==> src/hw/rtl/pcf_pkg.sv <==
package pcf_pkg;

	// field widths of the framed stream
	localparam int TYPE_W      = 32;
	localparam int LEN_W       = 31;
	localparam int BYTE_W      = 8;
	localparam int STATUS_W    = 2;
	localparam int RUN_IDX_W   = 4;

	// defaults for the top level parameters
	localparam int LENGTH_BITS_DEF = 31;
	localparam int QUEUE_DEPTH_DEF = 4;

	// crc-32, reflected form
	localparam logic [31:0] CRC_POLY = 32'hEDB88320;
	localparam logic [31:0] CRC_ONES = 32'hFFFFFFFF;

	// input mode codes
	localparam logic MODE_START = 1'b0;
	localparam logic MODE_DATA  = 1'b1;

	// result status codes
	localparam logic [STATUS_W-1:0] ST_OK      = 2'd0;
	localparam logic [STATUS_W-1:0] ST_DROP    = 2'd1;
	localparam logic [STATUS_W-1:0] ST_ABANDON = 2'd2;

	// command kinds between front and back
	localparam logic [1:0] KIND_START = 2'd0;
	localparam logic [1:0] KIND_DATA  = 2'd1;
	localparam logic [1:0] KIND_DROP  = 2'd2;

	// input word
	typedef struct packed {
		logic              mode;
		logic [TYPE_W-1:0] chunk_type;
		logic [LEN_W-1:0]  chunk_length;
		logic [BYTE_W-1:0] data_byte;
	} in_t;

	// output word
	typedef struct packed {
		logic [BYTE_W-1:0]   out_byte;
		logic                run_last;
		logic                chunk_done;
		logic [STATUS_W-1:0] status;
	} out_t;

	// classified command: word holds the type on start, the byte on data
	typedef struct packed {
		logic [1:0]          kind;
		logic                close;
		logic [STATUS_W-1:0] status;
		logic [TYPE_W-1:0]   word;
		logic [LEN_W-1:0]    len;
	} cmd_t;

	// one byte of crc update, eight shift steps
	function automatic logic [31:0] crc_byte(logic [31:0] crc, logic [7:0] b);
		logic [31:0] c;
		c = crc ^ {24'd0, b};
		for (int k = 0; k < 8; k++) begin
			if (c[0]) begin
				c = (c >> 1) ^ CRC_POLY;
			end else begin
				c = c >> 1;
			end
		end
		return c;
	endfunction

	// big-endian byte select, sel 0 is the top byte
	function automatic logic [7:0] byte_of(logic [31:0] w, logic [1:0] sel);
		logic [7:0] r;
		case (sel)
			2'd0:    r = w[31:24];
			2'd1:    r = w[23:16];
			2'd2:    r = w[15:8];
			default: r = w[7:0];
		endcase
		return r;
	endfunction

endpackage

==> src/hw/rtl/pcf_stream_if.sv <==
interface pcf_stream_if #(
	parameter type payload_t = logic
) ();
	logic     valid;
	logic     ready;
	payload_t data;

	modport source (output valid, output data, input ready);
	modport sink   (input valid, input data, output ready);
endinterface

==> src/hw/rtl/pcf_front.sv <==
module pcf_front #(
	parameter int LENGTH_BITS = pcf_pkg::LENGTH_BITS_DEF
) (
	input  logic              clk,
	input  logic              arst_n,
	pcf_stream_if.sink        item,
	input  logic              full,
	output logic              push,
	output pcf_pkg::cmd_t     cmd
);

	logic                   open_q;
	logic [LENGTH_BITS-1:0] rem_q;
	logic [LENGTH_BITS-1:0] len_m;
	logic                   last_data;

	// accept whenever the queue has room
	assign item.ready = !full;
	assign push       = item.valid && !full;

	assign len_m     = LENGTH_BITS'(item.data.chunk_length);
	assign last_data = (rem_q == LENGTH_BITS'(1));

	// classify the incoming word
	always_comb begin
		cmd.word = item.data.chunk_type;
		cmd.len  = pcf_pkg::LEN_W'(len_m);
		if (item.data.mode == pcf_pkg::MODE_START) begin
			cmd.kind   = pcf_pkg::KIND_START;
			cmd.close  = (len_m == '0);
			cmd.status = open_q ? pcf_pkg::ST_ABANDON : pcf_pkg::ST_OK;
		end else if (open_q) begin
			cmd.kind   = pcf_pkg::KIND_DATA;
			cmd.close  = last_data;
			cmd.status = pcf_pkg::ST_OK;
			cmd.word   = {24'd0, item.data.data_byte};
		end else begin
			cmd.kind   = pcf_pkg::KIND_DROP;
			cmd.close  = 1'b0;
			cmd.status = pcf_pkg::ST_DROP;
		end
	end

	// chunk tracking
	always_ff @(posedge clk or negedge arst_n) begin
		if (!arst_n) begin
			open_q <= 1'b0;
			rem_q  <= '0;
		end else if (push) begin
			if (item.data.mode == pcf_pkg::MODE_START) begin
				open_q <= (len_m != '0);
				rem_q  <= len_m;
			end else if (open_q) begin
				open_q <= !last_data;
				rem_q  <= rem_q - LENGTH_BITS'(1);
			end
		end
	end

endmodule

==> src/hw/rtl/pcf_queue.sv <==
module pcf_queue #(
	parameter int DEPTH = pcf_pkg::QUEUE_DEPTH_DEF
) (
	input  logic          clk,
	input  logic          arst_n,
	input  logic          push,
	input  pcf_pkg::cmd_t push_cmd,
	output logic          full,
	input  logic          pop,
	output pcf_pkg::cmd_t head,
	output logic          head_valid
);

	localparam int PTR_W = (DEPTH > 1) ? $clog2(DEPTH) : 1;
	localparam int CNT_W = $clog2(DEPTH + 1);
	localparam logic [PTR_W-1:0] PTR_LAST = PTR_W'(DEPTH - 1);
	localparam logic [CNT_W-1:0] CNT_FULL = CNT_W'(DEPTH);

	pcf_pkg::cmd_t    mem_q [DEPTH];
	logic [PTR_W-1:0] wr_q;
	logic [PTR_W-1:0] rd_q;
	logic [CNT_W-1:0] cnt_q;

	assign full       = (cnt_q == CNT_FULL);
	assign head_valid = (cnt_q != '0);
	assign head       = mem_q[rd_q];

	// storage
	always_ff @(posedge clk) begin
		if (push) begin
			mem_q[wr_q] <= push_cmd;
		end
	end

	// pointers and fill count
	always_ff @(posedge clk or negedge arst_n) begin
		if (!arst_n) begin
			wr_q  <= '0;
			rd_q  <= '0;
			cnt_q <= '0;
		end else begin
			if (push) begin
				wr_q <= (wr_q == PTR_LAST) ? '0 : wr_q + PTR_W'(1);
			end
			if (pop) begin
				rd_q <= (rd_q == PTR_LAST) ? '0 : rd_q + PTR_W'(1);
			end
			if (push && !pop) begin
				cnt_q <= cnt_q + CNT_W'(1);
			end else if (pop && !push) begin
				cnt_q <= cnt_q - CNT_W'(1);
			end
		end
	end

endmodule

==> src/hw/rtl/pcf_back.sv <==
module pcf_back (
	input  logic          clk,
	input  logic          arst_n,
	input  pcf_pkg::cmd_t head,
	input  logic          head_valid,
	output logic          pop,
	pcf_stream_if.source  stream
);

	logic [pcf_pkg::RUN_IDX_W-1:0] idx_q;
	logic [31:0]                   crc_q;
	pcf_pkg::out_t                 out_q;
	logic                          out_valid_q;

	logic                          advance;
	logic                          fire;
	logic                          is_last;
	logic                          upd;
	logic [31:0]                   base;
	logic [7:0]                    byte_n;
	logic                          done_n;
	logic [1:0]                    crc_sel;

	assign advance = !out_valid_q || stream.ready;
	assign fire    = head_valid && advance;
	assign pop     = fire && is_last;

	assign stream.valid = out_valid_q;
	assign stream.data  = out_q;

	// pick the byte of the current run step
	always_comb begin
		upd     = 1'b0;
		base    = crc_q;
		byte_n  = 8'd0;
		done_n  = 1'b0;
		is_last = 1'b1;
		crc_sel = idx_q[1:0];
		unique case (head.kind)
			pcf_pkg::KIND_START: begin
				is_last = head.close ? (idx_q == 4'd11) : (idx_q == 4'd7);
				if (idx_q < 4'd4) begin
					byte_n = pcf_pkg::byte_of({1'b0, head.len}, idx_q[1:0]);
				end else if (idx_q < 4'd8) begin
					byte_n = pcf_pkg::byte_of(head.word, idx_q[1:0]);
					upd    = 1'b1;
					base   = (idx_q == 4'd4) ? pcf_pkg::CRC_ONES : crc_q;
				end else begin
					byte_n = pcf_pkg::byte_of(~crc_q, idx_q[1:0]);
					done_n = (idx_q == 4'd11);
				end
			end
			pcf_pkg::KIND_DATA: begin
				is_last = head.close ? (idx_q == 4'd4) : (idx_q == 4'd0);
				crc_sel = idx_q[1:0] - 2'd1;
				if (idx_q == 4'd0) begin
					byte_n = head.word[7:0];
					upd    = 1'b1;
				end else begin
					byte_n = pcf_pkg::byte_of(~crc_q, crc_sel);
					done_n = (idx_q == 4'd4);
				end
			end
			default: begin
				is_last = 1'b1;
			end
		endcase
	end

	// run step counter, crc and output register
	always_ff @(posedge clk or negedge arst_n) begin
		if (!arst_n) begin
			idx_q       <= '0;
			crc_q       <= pcf_pkg::CRC_ONES;
			out_valid_q <= 1'b0;
		end else if (fire) begin
			idx_q       <= is_last ? '0 : idx_q + 4'd1;
			out_valid_q <= 1'b1;
			if (upd) begin
				crc_q <= pcf_pkg::crc_byte(base, byte_n);
			end else if (done_n) begin
				crc_q <= pcf_pkg::CRC_ONES;
			end
		end else if (stream.ready) begin
			out_valid_q <= 1'b0;
		end
	end

	// output payload
	always_ff @(posedge clk) begin
		if (fire) begin
			out_q.out_byte   <= byte_n;
			out_q.run_last   <= is_last;
			out_q.chunk_done <= done_n;
			out_q.status     <= head.status;
		end
	end

endmodule

==> src/hw/rtl/png_chunk_framer_crc32.sv <==
// channel  dir  payload                                       notes
// item     in   mode, chunk_type, chunk_length, data_byte     start or data byte
// stream   out  out_byte, run_last, chunk_done, status        one framed byte per word
//
// A data byte inside a chunk is a single command; one item can be accepted every cycle while the queue is not full.
// The back end emits one byte per cycle while the stream is ready: 8 for a start (12 for an empty chunk),
// 5 for the last data byte of a chunk, 1 otherwise; the byte emitter sets the rate.
// A queue of QUEUE_DEPTH commands lets input run ahead while long runs drain.
// Reset clears chunk tracking, the queue and the output register; no clearing pass.
// A stalled stream holds its word; the input stalls only when the queue is full.
module png_chunk_framer_crc32 #(
	parameter int LENGTH_BITS = pcf_pkg::LENGTH_BITS_DEF,
	parameter int QUEUE_DEPTH = pcf_pkg::QUEUE_DEPTH_DEF
) (
	input  logic         clk,
	input  logic         arst_n,
	pcf_stream_if.sink   item,
	pcf_stream_if.source stream
);

	logic          push;
	logic          full;
	logic          pop;
	logic          head_valid;
	pcf_pkg::cmd_t push_cmd;
	pcf_pkg::cmd_t head;

	// classify words and track the open chunk
	pcf_front #(
		.LENGTH_BITS(LENGTH_BITS)
	) u_front (
		.clk    (clk),
		.arst_n (arst_n),
		.item   (item),
		.full   (full),
		.push   (push),
		.cmd    (push_cmd)
	);

	// command queue between front and back
	pcf_queue #(
		.DEPTH(QUEUE_DEPTH)
	) u_queue (
		.clk        (clk),
		.arst_n     (arst_n),
		.push       (push),
		.push_cmd   (push_cmd),
		.full       (full),
		.pop        (pop),
		.head       (head),
		.head_valid (head_valid)
	);

	// byte emitter with running crc
	pcf_back u_back (
		.clk        (clk),
		.arst_n     (arst_n),
		.head       (head),
		.head_valid (head_valid),
		.pop        (pop),
		.stream     (stream)
	);

`ifndef NO_ASSERTIONS
	// the final crc byte always closes its run
	a_done_is_last: assert property (@(posedge clk) disable iff (!arst_n)
		stream.valid && stream.data.chunk_done |-> stream.data.run_last)
		else $error("chunk_done without run_last");

	// a dropped byte is a single zero word that closes no chunk
	a_drop_word: assert property (@(posedge clk) disable iff (!arst_n)
		stream.valid && (stream.data.status == pcf_pkg::ST_DROP) |->
		stream.data.run_last && !stream.data.chunk_done && (stream.data.out_byte == 8'd0))
		else $error("malformed drop word");

	// a queue pop only happens while a command is waiting
	a_pop_nonempty: assert property (@(posedge clk) disable iff (!arst_n)
		pop |-> head_valid)
		else $error("pop from empty queue");
`endif

endmodule

==> src/flat_wrapper.sv <==
// flat-port wrapper written by rule: the top's interface ports become plain ports
module png_chunk_framer_crc32_flat 
#(
	parameter int LENGTH_BITS = pcf_pkg::LENGTH_BITS_DEF,
	parameter int QUEUE_DEPTH = pcf_pkg::QUEUE_DEPTH_DEF
)
  (clk, arst_n, item_valid, item_data, item_ready, stream_valid, stream_data, stream_ready);
  pcf_stream_if #(.payload_t(pcf_pkg::in_t)) item_i ();
  pcf_stream_if #(.payload_t(pcf_pkg::out_t)) stream_i ();
  input  logic clk;
  input  logic arst_n;
  input wire logic [$bits(item_i.valid)-1:0] item_valid;
  input wire logic [$bits(item_i.data)-1:0] item_data;
  output wire logic [$bits(item_i.ready)-1:0] item_ready;
  output wire logic [$bits(stream_i.valid)-1:0] stream_valid;
  output wire logic [$bits(stream_i.data)-1:0] stream_data;
  input wire logic [$bits(stream_i.ready)-1:0] stream_ready;
  assign item_i.valid = item_valid;
  assign item_i.data = item_data;
  assign item_ready = item_i.ready;
  assign stream_valid = stream_i.valid;
  assign stream_data = stream_i.data;
  assign stream_i.ready = stream_ready;
  png_chunk_framer_crc32 #(.LENGTH_BITS(LENGTH_BITS), .QUEUE_DEPTH(QUEUE_DEPTH)) u_core (.clk(clk), .arst_n(arst_n), .item(item_i), .stream(stream_i));
endmodule
==> config.mk <==
export PLATFORM = sky130hd
export DESIGN_NAME = png_chunk_framer_crc32_flat
export DESIGN_NICKNAME = d
export VERILOG_FILES = /design/src/hw/rtl/pcf_pkg.sv /design/src/hw/rtl/pcf_stream_if.sv /design/src/hw/rtl/pcf_front.sv /design/src/hw/rtl/pcf_queue.sv /design/src/hw/rtl/pcf_back.sv /design/src/hw/rtl/png_chunk_framer_crc32.sv /design/src/flat_wrapper.sv
export SDC_FILE = /design/constraint.sdc
export NUM_CORES = 1
export LEC_CHECK = 0
export BUFFER_PORTS_ARGS = -buffer_cell sky130_fd_sc_hd__buf_4
export CORE_MARGIN = 10
export CORE_UTILIZATION = 25
export DETAILED_ROUTE_END_ITERATION = 10
export PLACE_DENSITY = 0.47
export RECOVER_POWER = 25
export SLEW_MARGIN = 20
export SYNTH_ARGS = -nofsm -noshare
export SYNTH_HDL_FRONTEND = slang
export SYNTH_SLANG_ARGS = --single-unit
==> constraint.sdc <==
create_clock -name clk -period 6 [get_ports clk]
set_input_delay 1.2 -clock clk [delete_from_list [all_inputs] [get_ports clk]]
set_output_delay 1.2 -clock clk [all_outputs]
set_load 0.02 [all_outputs]
* After elaboration in Yosys (flattened, before gate mapping) *
Memories as Yosys holds them, arrays and structs flattened.
Index checks and enable logic that the tools add are counted.
Widths: inputs -> output; s select.

word-level totals
  flip-flop bits (word level) = 88
  bits in writable memories = 272
  bits of input ports = 76
  memories = 1
  output and inout bits = 14
  logic and storage cells = 133

operators by class
  muxes and demuxes = 65
  equal/unequal tests = 13
  reductions and logical operators = 23
  magnitude comparators = 2
  add/subtract/negate cells = 7
  bitwise logic cells = 10

memory list
  memory                words  width  rd ports  clocked after memory_dff  write ports  RTL line         RTL
  u_core.u_queue.mem_q  4      68     1         0                         1            pcf_queue.sv:19  pcf_pkg::cmd_t mem_q [DEPTH];

operator list
  cell                   count
  $mux 32                30
  $not 13->14            8
  $pmux 8 s3             4
  $mux 31                2
  $not 32->32            1
  $xor 32x8->32          1
  $eq 31x1->1 const B    1
  $logic_not 31->1       1
  $reduce_bool 31->1     1
  $sub 31x1->31 const B  1
  $mux 8                 3
  $pmux 8 s2             1
  $mux 1                 14
  $mux 5                 2
  $eq 2x2->1 const B     4
  $eq 4x3->1 const B     2
  $eq 2x1->1 const B     3
  $logic_not 2->1        3
  $mux 2                 3
  $mux 3                 2
  $pmux 1 s2             3
  $reduce_bool 2->1      3
  $logic_and 1x1->1      5
  $logic_not 1->1        5
  other kinds (15)       17

* Logic depth before layout (Yosys ltp) *
Gate-level depths: netlist of the first run.

  depth in word-level cells = 37
  depth in mapped cells = 17
  mapped depth without buffers = 13

* Cells and area by module *
From an unflattened synthesis of the first run, not the netlist that was laid out.

unflattened totals
  cell total of the unflattened synthesis = 1218
  area total of the unflattened synthesis = 17337.9 sq um

by module, submodules not included
  module     times used  sequential area each (sq um)  cells an instance  area each (sq um)
  pcf_queue  1           8343.0                        393                10306.1
  pcf_back   1           1326.3                        482                4306.6
  pcf_front  1           800.8                         343                2725.1

* Least setup slack after synthesis of the first run *
OpenSTA, ideal clock, no wires.

  path kind = register -> register
  from = reg u_core.u_back.idx_q[0] (netlist name)
  to = reg u_core.u_back.crc_q[20]
  clock period less this slack = 3.493 ns
  buffers on the path = 0
  setup time = 0.073 ns
  setup slack = 2.507 ns
  arrival time = 3.420 ns
  required time = 5.927 ns
  cell stages (with the launch flop) = 13
  path through = dfrtp_1 -> ha_1 -> nor3b_2 -> o21ai_0 -> or4_1 -> a32oi_2 -> mux2i_1 -> a31oi_4 -> xnor2_4 -> xor2_1 -> xnor3_1 -> xnor2_1 -> a21oi_1

between the ends
  cells in the longest elaborated chain, start to end = 35
  elaborated cells between the ends (all ways) = 64
  classes of those cells = add/sub (1); order compare (2); eq/ne (6); mux (43); bitwise (7); reduce/logical (5)

ends and longest elaborated chain
  element                                               RTL line        RTL
  start, declared                                       pcf_back.sv:10  logic [pcf_pkg::RUN_IDX_W-1:0] idx_q;
  start signal, assigned                                pcf_back.sv:77  idx_q <= is_last ? '0 : idx_q + 4'd1;
  branches (longest 35 deep; another with $sub 2x1->2)  -
  end signal, assigned                                  pcf_back.sv:74  crc_q <= pcf_pkg::CRC_ONES;
  end signal, assigned                                  pcf_back.sv:80  crc_q <= pcf_pkg::crc_byte(base, byte_n);
  end signal, assigned                                  pcf_back.sv:82  crc_q <= pcf_pkg::CRC_ONES;
  end, declared                                         pcf_back.sv:11  logic [31:0] crc_q;

Parallel ways; which one is timed is not known. The select of a mux whose other input is x is not followed.
A chain may end at the register's enable or synchronous reset.

* Final worst setup path of the first run *
  from = reg u_core.u_back.idx_q[0] (netlist name)
  to = reg u_core.u_back.crc_q[24]

between the ends
  cells in the longest elaborated chain, start to end = 34
  elaborated cells between the ends (all ways) = 63
  classes of those cells = add/sub (1); order compare (2); eq/ne (6); mux (43); bitwise (6); reduce/logical (5)

ends and longest elaborated chain
  element                                    RTL line        RTL
  $sub 2x1->2, or another cell as far along  pcf_back.sv:55  crc_sel = idx_q[1:0] - 2'd1;
  $eq 2x2->1, or another cell as far along   pcf_pkg.sv:74   case (sel)
  $pmux 8 s3, or another cell as far along   pcf_pkg.sv:74
  $mux 8, or another cell as far along       pcf_back.sv:56  if (idx_q == 4'd0) begin
  $pmux 8 s2 or $mux 32 (tied branches)      pcf_back.sv:39  unique case (head.kind)
  $xor 32x8->32                              pcf_pkg.sv:60   c = crc ^ {24'd0, b};
  $mux 32                                    pcf_pkg.sv:62   if (c[0]) begin
  $mux 32                                    pcf_back.sv:79  if (upd) begin
  (+18 left out)                             -
  $mux 32                                    pcf_back.sv:79
  $mux 32                                    pcf_back.sv:76  end else if (fire) begin
  $mux 32                                    pcf_pkg.sv:62
  $mux 32                                    pcf_back.sv:79
  $mux 32                                    pcf_back.sv:76
  $not 13->14 (no line)                      -
  $mux 32                                    pcf_pkg.sv:62
  $mux 32                                    pcf_back.sv:79

Parallel ways exist; a longest one is shown, timed or not. The select of a mux whose other input is x is not followed.

==> results of run 1 <==
-- per-layer routing --
layer	track usage, %	up-vias	wire, um
li1	-	4964	-
met3	2.22	64	2330
met2	19.5	267	22600
met1	16.2	5419	21800
met4	3.66	2	1030
met5	0	-	13
-- placed cells by master (no fill, tap or decap), types with 6 or more instances in the layout --
cell and count:
nor4_1 18, inv_1 25, nor3_1 10, o221ai_1 8, clkinv_1 7, or3_1 7
clkinv_2 6, mux4_2 24, o31ai_1 12, o21ai_0 52, nand4_1 8, o21ai_1 7
or4_1 6, nand2_1 80, and2_1 29, a21oi_1 100, nor2_1 104, dfrtp_1 42
clkbuf_1 42, mux2i_1 88, xnor2_1 43, ha_1 15, o41ai_1 7, mux2_2 11
buf_4 79, nand3_1 13, dfstp_2 32, xor2_1 18, nand2b_1 16, edfxtp_1 280
nor2b_1 18, o22ai_1 42, clkbuf_16 42
-- registers in the layout, summed over array words and instances, names as in the netlist --
register / flops
u_core.u_queue.rd_q: 2
u_core.u_front.rem_q: 31
u_core.u_back.crc_q: 32
u_core.u_back.stream.valid: 1
u_core.u_queue.cnt_q: 3
u_core.u_back.stream.data: 12
u_core.u_back.idx_q: 4
u_core.u_queue.wr_q: 2
u_core.u_front.open_q: 1
u_core.u_queue.mem_q: 268
-- stage by stage --
step / setup slack (ns) / utilization [%] / total power [W] / hold WS [ns] / std cells
2_1_floorplan: 2.51 / - / 0.00826 / 0.464 / 1275
3_3_place_gp: 1.37 / 27.5 / 0.00968 / 0.482 / 2189
3_5_place_dp: 1.34 / 27.5 / 0.00968 / 0.490 / 2189
4_1_cts: 1.33 / 29.5 / 0.0123 / 0.501 / 2265
5_1_grt: 0.971 / 29.3 / 0.0128 / 0.521 / 2265
6_report: 1.32 / 29.3 / 0.0121 / 0.495 / 2265
-- worst paths after layout --
check	start	slack, ns	end	cells past startpoint
max	u_core.u_back.idx_q[0]	1.32	u_core.u_back.crc_q[24]	13
min	u_core.u_queue.cnt_q[2]	0.50	u_core.u_queue.cnt_q[2]	1
max reg2reg	u_core.u_back.idx_q[0]	1.32	u_core.u_back.crc_q[24]	13
min reg2reg	u_core.u_queue.cnt_q[2]	0.50	u_core.u_queue.cnt_q[2]	1
max in group asynchronous	arst_n	3.23	u_core.u_queue.rd_q[1]	2
min in group asynchronous	arst_n	1.22	u_core.u_queue.rd_q[0]	1
-- area by class of cell --
cell class / count / share of cell area (%)
Multi-Input combinational cell: 823 / 30.6
Inverter: 26 / 0.498
Clock inverter: 22 / 1.21
Timing Repair Buffer: 111 / 3.64
Clock buffer: 54 / 5.69
Tap cell: 873 / 5.57
Sequential cell: 356 / 52.8
-- power by group --
group          internal [W]  switching (W)  leakage, nW
Clock               0.00149        0.00102        0.661
Combinational       0.00242        0.00316         2.67
Sequential          0.00344       0.000535         3.43
-- kinds of logic (layout without fill, tap and decap cells) --
| family | count (synthesis) | in the layout | share of synthesized area (%) |
|---|---|---|---|
| AND/OR/NAND/NOR | 334 | 334 | 9.84 |
| XOR/XNOR | 71 | 71 | 4.37 |
| flip-flops | 356 | 356 | 61.5 |
| multiplexers | 124 | 124 | 9.28 |
| buffers and inverters | 96 | 213 | 2.99 |
| adder cells (fa/ha/maj) | 16 | 16 | 1.24 |
| AO/OA/AOI/OAI | 278 | 278 | 10.7 |
==> metrics.cfg, run 1 <==
[timing]
rsz0062_at_grt = false
period_needed_ns = 4.68
finClkSkew_ns = 0.0193
finalSetupViolations = 0
tightestPinTransition_ns = 2.00
max_freq_ghz = 0.214
post-route-period-util_pct = 77.9
maxSlewViolCount = 35
hold_viol = 0
setup_tns_ns = 0
relSlewSlack_pct = -33.2

[detailed_routing]
drt-total-wl_um = 47800
viasPerCell = 4.73
remaining_drc_errors = 0
wl_per_cell_um = 21.1
dr.pass1.iters = 5
ant_nets = 0
drt_iter0_markers = 820
vias = 10700

[layout]
syn_to_final_growth_pct = 16.6
multi_input_area_um2 = 5990
fin_nets = 1451
fillers = 6786
drive_above_1_share_pct = 17.8
final_cell_area_um2 = 19600
antenna_cells = 0
register_area_um2 = 10400

[synthesis]
seq_area_frac_synth_pct = 61.5
syn_area_um2 = 16800
synthArstFlopShare_pct = 21.3
synthFlopType = edfxtp_1
syn-num-nets = 1367
synth_common_cells = edfxtp_1 (280), nor2_1 (105), a21oi_1 (100), mux2i_1 (88), nand2_1 (81)
syn_inst = 1275
synth_edf_count = 280
synth_seq_cells = 356
yosysTopAreaCell = edfxtp_1
yosys.area.top_type_share_pct = 50.0
synth.most_common_cell = edfxtp_1
yosys_warnings = 0
synth_area_leaders = edfxtp_1 (50%), dfrtp_1 (6.5%), mux2i_1 (5.2%)
synth_cell_types = 81
avgSynthCellArea_um2 = 13.2

[place]
place_hpwl_um = 32300
gp_congestion = 0.813
placed_cell_area_um2 = 18400
port_buffers = 89

[global_routing]
grt_pass1_vias = 10800
track_usage_pct = 12.1
grt_max_degree = 87
antenna_found_initial = 1
grt-ovfl-total = 0
grt_pass1_wl_um = 71800

[worst_setup_path]
path_cells = inv_1 > ha_1 > nand2b_1 > o21ai_0 > nor4_1 > nor4_1 > a21oi_2 > a21oi_1 > o22ai_2 > xor2_2 > xor3_2 > xor2_1 > a21oi_1
max_stage_delay_ns = 0.68
critPathBufInv = 1
worst_path_max_delay_cell = nor4_1
crit_type = reg2reg
critPathTopFamily = simple AND/OR/NAND/NOR gates
cp.arrival_ns = 5.16
critical_path_required_ns = 6.48
cp_max_fo = 13
crit_path_end_kind = flip-flop
critPathLaunchType = flip-flop

[die]
initial_utilization_pct = 25.1
fp-row-count = 95
io-pin-count = 90
die_w_um = 279
coreArea_um2 = 66900
dieArea_um2 = 78000
die_h_um = 279

[hold_path]
hp-class = reg2reg

[run_status]
status = complete, but fails checks
violations = capacitance limit, slew limit

[clocking]
clk_pin_slew_ns = 0.06
cts_setup_buffers = 0
cts_made_buffers = 41
clk_path_buf_depth = 3
cts_tree = yes
ctsResizeCount = 0
clock_sinks = 356
clock_latency_ns = 0.57
cts-root-buf = clkbuf_16
cts_max_level = 2
cts-hold-fix-buffers = 0

[power_and_ir_drop]
p_leak_nw = 6.76
peakVddDrop_mv = 0.383
cellPowerDensity_nw_per_um2 = 616

[job]
maxCapViolCount = 1

Power figures use the tool's default switching activity.
==> run 2: changes to the inputs <==
Settings changed: PLACE_DENSITY 0.47 to 0.49.
Clock period 6 ns to 3.95 ns, I/O delays scaled along.
==> run 2 against run 1 <==
The flow still finishes with violations (capacitance limit, slew limit). Sequential cell count did not move. Non-clock buffer count rose by 55. Hold slack got worse by 0.0032 ns. Setup slack got worse by 1.1 ns. Sequential share of layout area fell by 1.3 points. Clock skew rose by 0.017 ns. Global-route usage fell by 0.13 points. Highest routed layer unchanged.
==> metrics.cfg, run 2 (synthesis results as in run 1) <==
[worst_setup_path]
max_stage_delay_ns = 0.58
rr_startpoint = u_core.u_queue.rd_q[1]
timing.rr.end = u_core.u_back.crc_q[20]
worst_r2r_path_depth = 12
cp.arrival_ns = 4.25
crit_path_end_kind = flip-flop
cp_max_fo = 48
path_cells = buf_12 > mux2i_1 > o21ai_0 > or4_1 > o211ai_1 > a31oi_1 > o22ai_2 > xor2_2 > xor2_1 > xnor3_1 > xnor2_1 > a21oi_1
critPathBufInv = 1
critPathLaunchType = flip-flop
critPathTopFamily = XOR/XNOR gates
worst_path_max_delay_cell = or4_1
critical_path_required_ns = 4.42
ff2ff_setup_slack_ns = 0.18
crit_type = reg2reg

[place]
place_worst_setup_slack_ns = -0.0519
gp_congestion = 0.856
placed_cell_area_um2 = 18800
port_buffers = 89
place_hpwl_um = 33500

[power_and_ir_drop]
p_leak_nw = 7.05
peakVddDrop_mv = 0.616
cellPowerDensity_nw_per_um2 = 956
power_w = 0.0192

[timing]
relSlewSlack_pct = -5.12
fin_ws_ns = 0.180
tightestPinTransition_ns = 1.58
holdWs_ns = 0.492
setup_tns_ns = 0
max_freq_ghz = 0.265
period_needed_ns = 3.77
finalSetupViolations = 0
post-route-period-util_pct = 95.4
rsz0062_at_grt = false
finClkSkew_ns = 0.0362
maxSlewViolCount = 53
hold_viol = 0

[layout]
drive_above_1_share_pct = 21.2
regMostFlops = u_core.u_queue.mem_q
fin_nets = 1507
antenna_cells = 0
largest_register_ffs = 268
mostFrequentLayoutCells = edfxtp_1 (280), buf_4 (129), nor2_1 (104)
final_cell_area_um2 = 20100
syn_to_final_growth_pct = 19.6
layout_commonest_cell = edfxtp_1
largestRegisters = u_core.u_queue.mem_q (268), u_core.u_back.crc_q (32), u_core.u_front.rem_q (31)

[clocking]
cts-root-buf = clkbuf_16
clk_pin_slew_ns = 0.06
cts_max_level = 2
clock_sinks = 356
cts_made_buffers = 42
cts-hold-fix-buffers = 0
cts_setup_buffers = 0
clock_latency_ns = 0.58
cts_tree = yes
clk_path_buf_depth = 3

[die]
dieArea_um2 = 78000
io-pin-count = 90
coreArea_um2 = 66900
die_w_um = 279
die_h_um = 279
fp-row-count = 95
initial_utilization_pct = 25.1

[global_routing]
track_usage_pct = 11.9
grt_pass1_vias = 10900
grt-ovfl-total = 0
grt_pass1_wl_um = 71200
grt_max_degree = 63
antenna_found_initial = 2

[detailed_routing]
dr.pass1.iters = 5
remaining_drc_errors = 0
drt-total-wl_um = 47300
ant_nets = 0
vias = 10900
wl_per_cell_um = 20.4
drt_iter0_markers = 842
viasPerCell = 4.72

[hold_path]
holdPathEnd = u_core.u_back.stream.valid
hp-start = stream_ready
hp-class = in2reg
hold_depth = 4

[job]
maxCapViolCount = 1

[run_status]
status = complete, but fails checks
violations = capacitance limit, slew limit

==> run 2: per-layer routing <==
metal	vias up	share of wire [%]	global-route usage, %
met5	-	0.053	0
met4	4	1.8	2.94
met3	69	5.2	2.27
met2	307	48	19.8
met1	5486	45	15.8
li1	5076	-	-
==> run 2: where the power goes <==
part | internal, W | total (W) | leakage [nW] | switching [W]
combinational | 0.00432 | 0.00948 | 2.95 | 0.00517
sequential | 0.00523 | 0.00587 | 3.43 | 0.000649
clock | 0.00228 | 0.00386 | 0.660 | 0.00158
total | 0.0118 | 0.0192 | 7.05 | 0.00740
==> run 2: what timing repair did <==
item | CTS | global route
resized for setup | 2 | 3
setup endpoints to repair | 5 | 7
hold endpoints to repair | 0 | 0
gates cloned | 0 | 0
pin swaps | 0 | 0
==> run 2: how the worst max path moves through the flow <==
| stage | start | end | slack [ns] | cells past startpoint |
|---|---|---|---|---|
| 2_1_floorplan | u_core.u_back.idx_q[0] | u_core.u_back.crc_q[20] | 0.46 | 12 |
| 3_3_place_gp | u_core.u_back.idx_q[0] | u_core.u_back.crc_q[24] | 0.08 | 15 |
| 3_5_place_dp | u_core.u_back.idx_q[0] | u_core.u_back.crc_q[24] | -0.05 | 15 |
| 4_1_cts | u_core.u_queue.rd_q[1] | u_core.u_back.crc_q[19] | 0.13 | 12 |
| 5_1_grt | u_core.u_queue.rd_q[1] | u_core.u_back.crc_q[20] | 0.02 | 12 |
| 6_report | u_core.u_queue.rd_q[1] | u_core.u_back.crc_q[20] | 0.18 | 12 |
==> run 2: worst reg2reg max path, delay by kind of cell (launching register included) <==
| family | cells | cell delay, ns |
|---|---|---|
| xor gates and xnor gates | 4 | 0.90 |
| muxes | 1 | 0.39 |
| AOI/OAI and AO/OA | 5 | 0.89 |
| buffers and inverters | 1 | 0.35 |
| and+or+nand+nor | 1 | 0.58 |
| DFF | 1 | 0.55 |
==> run 2: layout make-up <==
| cell class | count | area (um^2) |
|---|---|---|
| Fill cell | 6712 | 46800 |
| Sequential cell | 356 | 10400 |
| Multi-Input combinational cell | 823 | 6030 |
| Timing Repair Buffer | 166 | 1170 |
| Clock buffer | 55 | 1120 |
| Tap cell | 873 | 1090 |
| Clock inverter | 20 | 240 |
| Inverter | 26 | 97.6 |
==> run 2: metrics by stage <==
step,util (%),instances
after floorplan,-,1275
after global placement,28.2,2244
after detailed placement,28.2,2244
after CTS,30.2,2319
after global routing,30.0,2319
final,30.0,2319
